[src/slxd_pkg.sv]
// Package for the sync/length/XOR packet deframer.
// Holds field widths, register reset values, register indexes and the
// command and status structs between the controller and the datapath.
package slxd_pkg;

  localparam int ByteW   = 8;
  localparam int LenW    = 7;
  localparam int IdxW    = 6;
  localparam int CfgIdxW = 1;
  localparam int CfgW    = 8;

  localparam logic [ByteW-1:0] SyncReset   = 8'hCC;
  localparam logic [LenW-1:0]  MaxLenReset = 7'd64;

  localparam logic [CfgIdxW-1:0] CfgSyncByte  = 1'b0;
  localparam logic [CfgIdxW-1:0] CfgMaxLength = 1'b1;

  // Commands from the controller to the datapath.
  typedef struct packed {
    logic cap_cmd;     // take the command byte, seed the checksum
    logic cap_len;     // take the length byte
    logic store;       // write a payload byte into the buffer
    logic rd_en;       // issue a buffer read
    logic rd_first;    // that read is for entry zero
    logic load_empty;  // load the single result of an empty frame
    logic load_pay;    // load a payload result from the buffer
  } slxd_cmd_t;

  // Status from the datapath to the controller.
  typedef struct packed {
    logic sync_hit;    // incoming byte equals the sync byte
    logic len_bad;     // incoming length exceeds the limit
    logic len_zero;    // incoming length is zero
    logic fill_done;   // incoming payload byte completes the frame
    logic chk_ok;      // incoming byte matches the running checksum
    logic frame_empty; // stored frame length is zero
    logic rd_last;     // buffer entry being loaded is the final one
    logic out_free;    // output register can take a result this cycle
  } slxd_status_t;

endpackage

[src/slxd_ram.sv]
// Generic single-write, single-read RAM with a registered read port.
// No dependencies.
module slxd_ram #(
  parameter int WIDTH = 8,
  parameter int DEPTH = 64
) (
  input  logic                                   clk_i,
  input  logic                                   we_i,
  input  logic [(DEPTH > 1 ? $clog2(DEPTH) : 1)-1:0] waddr_i,
  input  logic [WIDTH-1:0]                       wdata_i,
  input  logic                                   re_i,
  input  logic [(DEPTH > 1 ? $clog2(DEPTH) : 1)-1:0] raddr_i,
  output logic [WIDTH-1:0]                       rdata_o
);

  logic [WIDTH-1:0] mem_q [DEPTH];
  logic [WIDTH-1:0] rdata_q;

  always_ff @(posedge clk_i) begin
    if (we_i) begin
      mem_q[waddr_i] <= wdata_i;
    end
    if (re_i) begin
      rdata_q <= mem_q[raddr_i];
    end
  end

  assign rdata_o = rdata_q;

endmodule

[src/slxd_dp.sv]
// Datapath of the deframer: configuration registers, frame registers,
// running checksum, payload buffer and output register.
// Depends on slxd_pkg and slxd_ram.
module slxd_dp
  import slxd_pkg::*;
#(
  parameter int MAX_PAYLOAD = 64
) (
  input  logic               clk_i,
  input  logic               rst_ni,
  input  logic               cfg_we_i,
  input  logic [CfgIdxW-1:0] cfg_idx_i,
  input  logic [CfgW-1:0]    cfg_wdata_i,
  input  logic [ByteW-1:0]   rx_byte_i,
  input  slxd_cmd_t          cmd_i,
  output slxd_status_t       status_o,
  input  logic               out_ready_i,
  output logic               out_valid_o,
  output logic [ByteW-1:0]   command_o,
  output logic [LenW-1:0]    length_o,
  output logic               has_payload_o,
  output logic [ByteW-1:0]   data_byte_o,
  output logic [IdxW-1:0]    byte_index_o,
  output logic               last_o
);

  localparam int AddrW = (MAX_PAYLOAD > 1) ? $clog2(MAX_PAYLOAD) : 1;
  localparam logic [LenW-1:0] MaxPay = LenW'(MAX_PAYLOAD);

  logic [ByteW-1:0] sync_q, sync_d;
  logic [LenW-1:0]  maxlen_q, maxlen_d;
  logic [ByteW-1:0] cmd_q, cmd_d;
  logic [LenW-1:0]  len_q, len_d;
  logic [LenW-1:0]  fill_q, fill_d;
  logic [ByteW-1:0] chk_q, chk_d;
  logic [LenW-1:0]  rd_idx_q, rd_idx_d;
  logic             out_valid_q, out_valid_d;
  logic [ByteW-1:0] out_cmd_q, out_cmd_d;
  logic [LenW-1:0]  out_len_q, out_len_d;
  logic             out_has_q, out_has_d;
  logic [ByteW-1:0] out_data_q, out_data_d;
  logic [IdxW-1:0]  out_idx_q, out_idx_d;
  logic             out_last_q, out_last_d;

  logic [LenW-1:0]  limit;
  logic [LenW-1:0]  fill_next;
  logic [LenW-1:0]  rd_next;
  logic [ByteW-1:0] ram_rdata;

  always_comb begin
    limit     = (maxlen_q < MaxPay) ? maxlen_q : MaxPay;
    fill_next = fill_q + LenW'(1);
    rd_next   = cmd_i.rd_first ? '0 : rd_idx_q + LenW'(1);
  end

  always_comb begin
    status_o.sync_hit    = (rx_byte_i == sync_q);
    status_o.len_bad     = (rx_byte_i > {1'b0, limit});
    status_o.len_zero    = (rx_byte_i == '0);
    status_o.fill_done   = (fill_next >= len_q);
    status_o.chk_ok      = (rx_byte_i == chk_q);
    status_o.frame_empty = (len_q == '0);
    status_o.rd_last     = ((rd_idx_q + LenW'(1)) == len_q);
    status_o.out_free    = !out_valid_q || out_ready_i;
  end

  // Configuration and frame bookkeeping.
  always_comb begin
    sync_d   = sync_q;
    maxlen_d = maxlen_q;
    if (cfg_we_i) begin
      case (cfg_idx_i)
        CfgSyncByte:  sync_d   = cfg_wdata_i;
        CfgMaxLength: maxlen_d = cfg_wdata_i[LenW-1:0];
        default: ;
      endcase
    end

    cmd_d    = cmd_q;
    len_d    = len_q;
    fill_d   = fill_q;
    chk_d    = chk_q;
    rd_idx_d = rd_idx_q;
    if (cmd_i.cap_cmd) begin
      cmd_d = rx_byte_i;
      chk_d = rx_byte_i;
    end
    if (cmd_i.cap_len) begin
      chk_d  = chk_q ^ rx_byte_i;
      fill_d = '0;
      if (!status_o.len_bad) begin
        len_d = rx_byte_i[LenW-1:0];
      end
    end
    if (cmd_i.store) begin
      chk_d  = chk_q ^ rx_byte_i;
      fill_d = fill_next;
    end
    if (cmd_i.rd_en) begin
      rd_idx_d = rd_next;
    end
  end

  // Output register.
  always_comb begin
    out_valid_d = out_valid_q && !out_ready_i;
    out_cmd_d   = out_cmd_q;
    out_len_d   = out_len_q;
    out_has_d   = out_has_q;
    out_data_d  = out_data_q;
    out_idx_d   = out_idx_q;
    out_last_d  = out_last_q;
    if (cmd_i.load_empty) begin
      out_valid_d = 1'b1;
      out_cmd_d   = cmd_q;
      out_len_d   = len_q;
      out_has_d   = 1'b0;
      out_data_d  = '0;
      out_idx_d   = '0;
      out_last_d  = 1'b1;
    end else if (cmd_i.load_pay) begin
      out_valid_d = 1'b1;
      out_cmd_d   = cmd_q;
      out_len_d   = len_q;
      out_has_d   = 1'b1;
      out_data_d  = ram_rdata;
      out_idx_d   = rd_idx_q[IdxW-1:0];
      out_last_d  = status_o.rd_last;
    end
  end

  always_ff @(posedge clk_i or negedge rst_ni) begin
    if (!rst_ni) begin
      sync_q      <= SyncReset;
      maxlen_q    <= MaxLenReset;
      cmd_q       <= '0;
      len_q       <= '0;
      fill_q      <= '0;
      chk_q       <= '0;
      rd_idx_q    <= '0;
      out_valid_q <= 1'b0;
    end else begin
      sync_q      <= sync_d;
      maxlen_q    <= maxlen_d;
      cmd_q       <= cmd_d;
      len_q       <= len_d;
      fill_q      <= fill_d;
      chk_q       <= chk_d;
      rd_idx_q    <= rd_idx_d;
      out_valid_q <= out_valid_d;
    end
  end

  always_ff @(posedge clk_i) begin
    out_cmd_q  <= out_cmd_d;
    out_len_q  <= out_len_d;
    out_has_q  <= out_has_d;
    out_data_q <= out_data_d;
    out_idx_q  <= out_idx_d;
    out_last_q <= out_last_d;
  end

  slxd_ram #(
    .WIDTH(ByteW),
    .DEPTH(MAX_PAYLOAD)
  ) u_buf (
    .clk_i  (clk_i),
    .we_i   (cmd_i.store),
    .waddr_i(fill_q[AddrW-1:0]),
    .wdata_i(rx_byte_i),
    .re_i   (cmd_i.rd_en),
    .raddr_i(rd_next[AddrW-1:0]),
    .rdata_o(ram_rdata)
  );

  assign out_valid_o   = out_valid_q;
  assign command_o     = out_cmd_q;
  assign length_o      = out_len_q;
  assign has_payload_o = out_has_q;
  assign data_byte_o   = out_data_q;
  assign byte_index_o  = out_idx_q;
  assign last_o        = out_last_q;

endmodule

[src/slxd_ctrl.sv]
// Controller of the deframer: frame state machine that sequences capture,
// checksum test and payload readout. Depends on slxd_pkg.
module slxd_ctrl
  import slxd_pkg::*;
(
  input  logic         clk_i,
  input  logic         rst_ni,
  input  logic         in_valid_i,
  output logic         in_ready_o,
  input  slxd_status_t status_i,
  output slxd_cmd_t    cmd_o
);

  typedef enum logic [2:0] {
    StHunt,
    StCmd,
    StLen,
    StData,
    StCheck,
    StEmit
  } state_e;

  state_e state_q, state_d;
  logic   accept;

  always_comb begin
    state_d    = state_q;
    cmd_o      = '0;
    in_ready_o = 1'b0;
    accept     = 1'b0;
    case (state_q)
      StHunt: begin
        in_ready_o = 1'b1;
        accept     = in_valid_i;
        if (accept && status_i.sync_hit) begin
          state_d = StCmd;
        end
      end
      StCmd: begin
        in_ready_o    = 1'b1;
        accept        = in_valid_i;
        cmd_o.cap_cmd = accept;
        if (accept) begin
          state_d = StLen;
        end
      end
      StLen: begin
        in_ready_o    = 1'b1;
        accept        = in_valid_i;
        cmd_o.cap_len = accept;
        if (accept) begin
          if (status_i.len_bad) begin
            state_d = StHunt;
          end else if (status_i.len_zero) begin
            state_d = StCheck;
          end else begin
            state_d = StData;
          end
        end
      end
      StData: begin
        in_ready_o  = 1'b1;
        accept      = in_valid_i;
        cmd_o.store = accept;
        if (accept && status_i.fill_done) begin
          state_d = StCheck;
        end
      end
      StCheck: begin
        // An empty frame loads its result here, so wait for a free slot.
        in_ready_o = status_i.out_free;
        accept     = in_valid_i && status_i.out_free;
        if (accept) begin
          state_d = StHunt;
          if (status_i.chk_ok) begin
            if (status_i.frame_empty) begin
              cmd_o.load_empty = 1'b1;
            end else begin
              cmd_o.rd_en    = 1'b1;
              cmd_o.rd_first = 1'b1;
              state_d        = StEmit;
            end
          end
        end
      end
      StEmit: begin
        if (status_i.out_free) begin
          cmd_o.load_pay = 1'b1;
          if (status_i.rd_last) begin
            state_d = StHunt;
          end else begin
            cmd_o.rd_en = 1'b1;
          end
        end
      end
      default: begin
        state_d = StHunt;
      end
    endcase
  end

  always_ff @(posedge clk_i or negedge rst_ni) begin
    if (!rst_ni) begin
      state_q <= StHunt;
    end else begin
      state_q <= state_d;
    end
  end

endmodule

[src/sync_len_xor_packet_deframer_unit.sv]
// Top level of the sync/length/XOR-checksum packet deframer.
// Depends on slxd_pkg, slxd_ctrl, slxd_dp and slxd_ram.
//
// Usage: received link bytes enter one per beat on the s_axis channel.
// The block hunts for the sync byte, then takes a command byte, a length
// byte, that many payload bytes and a checksum byte. The checksum must
// equal the XOR of command, length and payload; otherwise the frame is
// dropped silently. A length above min(max_length, MAX_PAYLOAD) drops the
// frame at once and the block hunts again. A sync value inside a frame is
// plain data.
// A valid frame leaves on m_axis as one beat per payload byte, tlast on
// the final one, or as a single beat with tuser low for an empty frame.
// Throughput: one input byte per cycle while a frame is received, but the
// checksum byte waits for a free output register. After an accepted
// checksum the input stalls while the payload is read out of the buffer
// RAM, one beat per cycle while m_axis_tready allows; the first registered
// RAM read is issued when the checksum byte is taken.
// Configuration (sync byte, maximum length) is written through cfg_*
// while no frame is in flight. Reset clears the state machine, the
// output valid flag and the registers to sync 0xCC and maximum length 64;
// the payload buffer needs no clearing. When m_axis_tready is low the
// output register holds its beat and readout waits.
module sync_len_xor_packet_deframer_unit
  import slxd_pkg::*;
#(
  parameter int MAX_PAYLOAD = 64
) (
  input  logic               clk_i,
  input  logic               rst_ni,
  // Configuration write port.
  input  logic               cfg_we_i,
  input  logic [CfgIdxW-1:0] cfg_idx_i,
  input  logic [CfgW-1:0]    cfg_wdata_i,
  // Byte input stream.
  input  logic               s_axis_tvalid,
  output logic               s_axis_tready,
  input  logic [7:0]         s_axis_tdata,   // [7:0] rx_byte
  // Frame output stream.
  output logic               m_axis_tvalid,
  input  logic               m_axis_tready,
  // [7:0] command, [14:8] length, [22:15] data_byte, [28:23] byte_index,
  // [31:29] zero
  output logic [31:0]        m_axis_tdata,
  output logic               m_axis_tuser,   // [0] has_payload
  output logic               m_axis_tlast    // last
);

  slxd_cmd_t        cmd;
  slxd_status_t     status;
  logic [ByteW-1:0] command;
  logic [LenW-1:0]  length;
  logic [ByteW-1:0] data_byte;
  logic [IdxW-1:0]  byte_index;

  slxd_ctrl u_ctrl (
    .clk_i     (clk_i),
    .rst_ni    (rst_ni),
    .in_valid_i(s_axis_tvalid),
    .in_ready_o(s_axis_tready),
    .status_i  (status),
    .cmd_o     (cmd)
  );

  slxd_dp #(
    .MAX_PAYLOAD(MAX_PAYLOAD)
  ) u_dp (
    .clk_i        (clk_i),
    .rst_ni       (rst_ni),
    .cfg_we_i     (cfg_we_i),
    .cfg_idx_i    (cfg_idx_i),
    .cfg_wdata_i  (cfg_wdata_i),
    .rx_byte_i    (s_axis_tdata),
    .cmd_i        (cmd),
    .status_o     (status),
    .out_ready_i  (m_axis_tready),
    .out_valid_o  (m_axis_tvalid),
    .command_o    (command),
    .length_o     (length),
    .has_payload_o(m_axis_tuser),
    .data_byte_o  (data_byte),
    .byte_index_o (byte_index),
    .last_o       (m_axis_tlast)
  );

  assign m_axis_tdata = {3'b000, byte_index, data_byte, length, command};

endmodule

[config.mk]
export PLATFORM = sky130hd
export DESIGN_NAME = sync_len_xor_packet_deframer_unit
export DESIGN_NICKNAME = d
export VERILOG_FILES = /design/src/slxd_pkg.sv /design/src/slxd_ram.sv /design/src/slxd_dp.sv /design/src/slxd_ctrl.sv /design/src/sync_len_xor_packet_deframer_unit.sv
export SDC_FILE = /design/constraint.sdc
export NUM_CORES = 1
export LEC_CHECK = 0
export BUFFER_PORTS_ARGS = -buffer_cell sky130_fd_sc_hd__buf_2
export CAP_MARGIN = 20
export CORE_MARGIN = 4
export CORE_UTILIZATION = 32
export CTS_CLUSTER_SIZE = 10
export DETAILED_ROUTE_END_ITERATION = 10
export PLACE_DENSITY = 0.49
export RECOVER_POWER = 50
export SLEW_MARGIN = 20
export SYNTH_ARGS = -nofsm -noshare
export SYNTH_HDL_FRONTEND = slang
export SYNTH_SLANG_ARGS = --single-unit
[constraint.sdc]
create_clock -name clk_i -period 6.8 [get_ports clk_i]
set_input_delay 0.68 -clock clk_i [delete_from_list [all_inputs] [get_ports clk_i]]
set_output_delay 0.68 -clock clk_i [all_outputs]
set_load 0.005 [all_outputs]
==> results of run 1 <==
-- through the flow --
step	total power [mW]	hold slack [ns]
after global routing	11.5	0.334
after CTS	11.1	0.229
after detailed placement	7.53	0.428
after global placement	7.53	0.442
after floorplan	6.29	0.384
final	11.1	0.331
-- layout by cell type, fill, tap and decap left out, types with 18 or more instances in the layout --
cell type  instances
a21oi_1           74
a221oi_1          22
a31oi_1           30
and3_1            18
buf_2             31
buf_4             29
clkbuf_1          59
clkbuf_16         77
dfrtp_1           50
edfxtp_1         535
inv_1             27
mux2_2            42
mux2i_1           78
mux4_2            22
nand2_1          188
nand3_1           49
nor2_1           122
nor3_1            21
o211ai_1          24
o21ai_0           59
o221ai_1          24
-- worst max-delay path, delay by kind of cell, from the launching register on --
kind | cells | cell delay [ns]
simple gates | 4 | 2.58
compound gates | 4 | 1.19
buf+inv | 1 | 0.44
flops | 1 | 0.60
-- area by class of cell --
| type | count | area, um^2 | share of cell area (%) |
|---|---|---|---|
| repair buffers | 97 | 544 | 1.88 |
| flip-flops and latches | 607 | 17800 | 61.6 |
| clock buffers | 101 | 2020 | 6.98 |
| well taps | 1050 | 1310 | 4.54 |
| clock inverters | 8 | 103 | 0.355 |
| diodes | 1 | 2.50 | 0.00866 |
| inverters | 28 | 105 | 0.364 |
| multi-input cells | 1032 | 7020 | 24.3 |
-- state kept, by name, summed over array words and instances (netlist names), 7 cells and up --
register and flops:
u_dp.length_o 7, u_dp.rd_idx_q 7, u_dp.fill_q 7, u_dp.chk_q 8, u_dp.u_buf.rdata_o 8, u_dp.command_o 8
u_dp.maxlen_q 7, u_dp.sync_q 8, u_dp.data_byte_o 8, u_dp.cmd_q 8, u_dp.len_q 7, u_dp.u_buf.mem_q 512
-- synth_stat cells (all sizes together), types with 18 or more instances --
cell    instances  share of area [%]
clkbuf         49               0.72
edfxtp        535                 63
o21ai          62                1.2
mux2i          78                3.1
a221oi         22               0.76
nor3           25               0.53
buf            76                1.6
a21oi          76                1.5
nor2          126                1.9
nand2         191                2.9
a31oi          30               0.74
xnor2          20               0.87
and3           18               0.44
nand3          50                1.0
mux4           22                1.9
mux2           42                1.9
inv            28               0.41
o221ai         24               0.83
dfrtp          51                5.0
o211ai         25               0.76
-- final timing paths --
| path | start | to | slack, ns | cells after the start |
|---|---|---|---|---|
| max in group asynchronous | rst_ni | u_dp.rd_idx_q[0] | 3.31 | 2 |
| setup / recovery | u_ctrl.state_q[0] | u_dp.u_buf.rdata_o[5] | 1.66 | 9 |
| hold reg to reg | u_dp.cmd_q[1] | u_dp.command_o[1] | 0.44 | 0 |
| setup reg to reg | u_ctrl.state_q[0] | u_dp.u_buf.rdata_o[5] | 1.66 | 9 |
| hold / removal | cfg_wdata_i[2] | u_dp.sync_q[2] | 0.33 | 2 |
| min in group asynchronous | rst_ni | u_dp.cmd_q[5] | 1.22 | 2 |
-- logic make-up after synthesis --
family	synth area share [%]
compound gates	9.63
xor+xnor	1.38
fa+ha+maj	0.787
buf+inv	2.74
flops	70.0
mux	6.88
other cells	0.0148
simple gates	8.58
-- report_power, final --
group / switching (mW) / internal (mW) / total [mW]
combinational: 1.98 / 0.995 / 2.98
sequential: 0.261 / 4.25 / 4.51
clock: 1.45 / 2.12 / 3.57
-- metal layers --
metal  wire length (um)  GRT usage (%)  share of wire [%]  vias to the layer above
li1                   -              -                  -                     6969
met1              33800           26.4                 40                     8303
met2              39700           30.9                 47                      812
met3               7600           3.78                9.0                      145
met4               3150           7.77                3.7                        2
met5                 13              0              0.015                        -
==> impl_metrics.toml, run 1 <==
[route]
antenna_left = 0
drt-vias-per-instance = 5.55
drtIter0Drc = 1946
wl_per_cell_um = 28.8
vias = 16200
drt_pass1_iterations = 5
drc = 0
postRouteWirelength_um = 84200

[clock_tree]
htree_levels = 3
ctsResizeCount = 0
cts_buffers = 73
clkLatencyLatePin_ns = 0.61
cts-root-buf = "clkbuf_16"
ctsHoldBuffers = 0
clk_path_buf_depth = 3
clock_sinks = 607
cts_tree = "yes"
cts.clk_slew.worst_paths_ns = 0.06
postCtsSetupBuffers = 0

[global_route]
grt.total_usage_pct = 19.5
grt_pass1_wl_um = 119000
grt_overflow = 0
grt_pass1_vias = 15700
antenna_found_initial = 2
grt_start_max_net_pins = 110

[worst_setup_path]
cp-start-kind = "flip-flop"
crit_path_cell_trace = "nor3b_2 -> nand4_1 -> or4_4 -> nand2_2 -> buf_4 -> o221ai_1 -> a31oi_1 -> a32oi_1 -> a22o_1"
crit_required_ns = 7.15
cp_max_fo = 30
cp.arrival_ns = 5.49
critPathSlowestCell = "or4_4"
path_class = "flip-flop to flip-flop"
critPathMaxStageDelay_ns = 0.87
critPathCaptureType = "flip-flop"

[die]
core_um2 = 78900
start_util_pct = 32.2
dieArea_um2 = 84000
fp.dieW_um = 290
die_h_um = 290
num_io_pins = 58
rows = 103

[synthesis]
synthFlopType = "edfxtp_1"
synth-edff-count = 535
netlist-cell-type-count = 81
synthArstFlopShare_pct = 9.23
syn_area_per_cell_um2 = 14.2
syn-cell-area_um2 = 25400
synth_seq_cells = 607
syn_inst = 1790
yosysWarnings = 0
yosysSeqAreaShare_pct = 70.0

[sta]
max_freq_ghz = 0.194
layout_min_cycle_time_ns = 5.14
rsz0062_at_grt = "false"
postLayoutSetupSlackWorst_ns = 1.66
setup_viol = 0
fin_crit_sh_pct = 75.6
slew_headroom_pct = -140
finalHoldViolations = 0
drv_slew = 396
tns_ns = 0
fin_worst_skew_ns = 0.0344
worst_slew_pin_slew_ns = 3.59

[finish]
area_growth_pct = 13.7
fin_cells = 2924
fillers = 7544
nets = 1877
drive_gt1_share_pct = 13.6
fin_util_pct = 36.7
final_area_um2 = 28900

[run_status]
violations = "max-capacitance violations, max-slew violations"
outcome = "finished with violations"

[power_and_ir_drop]
cellPowerDensity_nw_per_um2 = 383
p_leak_nw = 9.45
peakVddDrop_uv = 166

[placement]
dpl.hpwl_um = 53200
post-place-ws_ns = 1.83
dp_cells = 2814
place.gp.congestion = 0.911
postPlaceCellArea_um2 = 26800
port_buffers = 54

[job]
drv_cap = 10

[min_path]
hold_class = "input pin to flip-flop"
No activity file was read; power rests on OpenSTA's default activity.
==> run 2: changes to the inputs <==
--- a/config.mk
+++ b/config.mk
@@ -11,7 +11,7 @@
 export CORE_UTILIZATION = 32
 export CTS_CLUSTER_SIZE = 10
 export DETAILED_ROUTE_END_ITERATION = 10
-export PLACE_DENSITY = 0.49
+export PLACE_DENSITY = 0.51
 export RECOVER_POWER = 50
 export SLEW_MARGIN = 20
 export SYNTH_ARGS = -nofsm -noshare
==> constraint.sdc (replaced) <==
create_clock -name clk_i -period 4.1 [get_ports clk_i]
set_input_delay 0.41 -clock clk_i [delete_from_list [all_inputs] [get_ports clk_i]]
set_output_delay 0.41 -clock clk_i [all_outputs]
set_load 0.005 [all_outputs]
==> run 2 against run 1 <==
  * The run still ends with max-capacitance violations, max-slew violations left
  * Clock power up 59%
  * Combinational power is 87% higher
  * Global-route usage grew 0.059 points
  * Worst hold slack got worse by 0.28 ns
  * Clock skew shrank 0.0064 ns
  * Non-clock buffer count up 107
  * Setup slack lost 1.4 ns
  * Die area stayed put
  * Register-to-register slack got worse by 1.4 ns
  * Sequential cell count did not move
  * Via count grew 1.9%
  * Critical path type unchanged
  * Largest cell class unchanged
==> impl_metrics.toml, run 2 (synthesis gave the netlist of run 1 again) <==
[run_status]
outcome = "finished with violations"
violations = "max-capacitance violations, max-slew violations"

[placement]
dpl.hpwl_um = 54800
place.gp.congestion = 0.937
port_buffers = 54
postPlaceCellArea_um2 = 27900

[sta]
worst_slew_pin_slew_ns = 2.16
drv_slew = 157
layout_min_cycle_time_ns = 3.83
slew_headroom_pct = -43.7
fin_crit_sh_pct = 93.4
fin_worst_skew_ns = 0.0280
max_freq_ghz = 0.261
rsz0062_at_grt = "false"
tns_ns = 0
finalHoldViolations = 0
setup_viol = 0

[route]
drc = 0
antenna_left = 0
drt-vias-per-instance = 5.46
vias = 16500
drt_pass1_iterations = 5
wl_per_cell_um = 27.7
drtIter0Drc = 1732
postRouteWirelength_um = 83900

[power_and_ir_drop]
p_leak_nw = 10.0
pwr-share-clk_pct = 30.7
switching_power_mw = 6.18
pwr-share-comb_pct = 30.2
internal_power_mw = 12.3
peakVddDrop_uv = 302
switching_share_pct = 33.4
power_frac_seq_pct = 39.1
cellPowerDensity_nw_per_um2 = 620

[worst_setup_path]
r2r_end = "u_dp.u_buf.rdata_o[5]"
crit_path_cell_trace = "xnor2_2 -> o211ai_2 -> or4_4 -> buf_12 -> nand2_4 -> mux2i_1 -> a21oi_1 -> a31oi_1 -> a32oi_1 -> a22o_1"
crit_required_ns = 4.46
critical_path_depth = 10
cp.arrival_ns = 4.18
critPathCapture = "u_dp.u_buf.rdata_o[5]"
critPathCaptureType = "flip-flop"
cp-start-kind = "flip-flop"
r2r_cells = 10
crit-reg2reg-launch = "u_dp.chk_q[6]"
cp_top_family = "compound AO/OA/AOI/OAI gates"
r2r_slack_ns = 0.27
critPathMaxStageDelay_ns = 0.58
cp_max_fo = 29
critPathSlowestCell = "or4_4"
crit_buf_inv = 1
path_class = "flip-flop to flip-flop"
critPathLaunch = "u_dp.chk_q[6]"

[global_route]
grt_overflow = 0
grt_pass1_vias = 16500
grt_pass1_wl_um = 120000
grt.total_usage_pct = 19.5
grt_start_max_net_pins = 72
antenna_found_initial = 4

[clock_tree]
clkLatencyLatePin_ns = 0.60
cts-root-buf = "clkbuf_16"
cts_buffers = 72
htree_levels = 3
clk_path_buf_depth = 3
cts.clk_slew.worst_paths_ns = 0.06
clock_sinks = 607
postCtsSetupBuffers = 0
cts_tree = "yes"

[finish]
final_cell_mix = "edfxtp_1, nand2_1, nor2_1"
drive_gt1_share_pct = 17.7
nets = 1983
largest_reg_flops = 512
fin_util_pct = 37.8
area_growth_pct = 17.3
top_register = "u_dp.u_buf.mem_q"
diodes = 0
final_area_um2 = 29800
final_common_cell = "edfxtp_1"

[die]
num_io_pins = 58
core_um2 = 78900
die_h_um = 290
dieArea_um2 = 84000
fp.dieW_um = 290
start_util_pct = 32.2
rows = 103

[min_path]
hold_path_depth = 2
hold_class = "input pin to flip-flop"

[job]
drv_cap = 5
## run 2: power groups by stage
stage / clock network [mW] / registers, mW / logic (mW)
CTS: 5.81 / 7.23 / 5.56
global placement: 0 / 7.35 / 5.50
finish: 5.68 / 7.24 / 5.58
floorplan: 0 / 7.32 / 3.11
global route: 6.07 / 7.26 / 5.90
detailed placement: 0 / 7.36 / 5.52
## run 2: metrics by stage
| stage | hold WS, ns | total power [mW] | std cells | setup slack [ns] |
|---|---|---|---|---|
| global placement | 0.429 | 12.9 | 2919 | -0.256 |
| detailed placement | 0.430 | 12.9 | 2919 | -0.191 |
| global route | 0.0284 | 19.2 | 3031 | 0.144 |
| floorplan | 0.114 | 10.4 | 1792 | 1.24 |
| finish | 0.0519 | 18.5 | 3031 | 0.272 |
| CTS | 0.00247 | 18.6 | 3031 | 0.315 |
## run 2: worst min path at each step
stage | from | endpoint | slack (ns)
after floorplan | rst_ni | u_ctrl.state_q[0] | 0.11
after global placement | u_dp.cmd_q[7] | u_dp.command_o[7] | 0.43
after detailed placement | u_dp.cmd_q[1] | u_dp.command_o[1] | 0.43
after CTS | cfg_wdata_i[0] | u_dp.maxlen_q[0] | 0.002
after global routing | cfg_wdata_i[0] | u_dp.maxlen_q[0] | 0.03
final | cfg_wdata_i[0] | u_dp.maxlen_q[0] | 0.05
## run 2: metal layers
| metal | GRT usage (%) | vias up | share of wire, % |
|---|---|---|---|
| met5 | 0 | - | 0.015 |
| met2 | 30.8 | 779 | 46 |
| li1 | - | 7167 | - |
| met4 | 10.1 | 2 | 5.5 |
| met1 | 25.0 | 8423 | 40 |
| met3 | 4.81 | 176 | 8.5 |
## run 2: layout make-up
class                      count  area (um^2)
fill                        7508        49100
sequential                   607        17800
tap                         1050         1310
inverter                      28          105
clock buffer                 102         1960
multi-input combinational   1032         7010
clock inverter                 8         53.8
timing repair buffer         204         1580
## run 2: repair_timing
| item | CTS | global route |
|---|---|---|
| setup endpoints to repair | 1 | 0 |
| hold buffers | 2 | 0 |
| endpoints found under the hold margin | 23 | 0 |
| resized for setup | 1 | 0 |
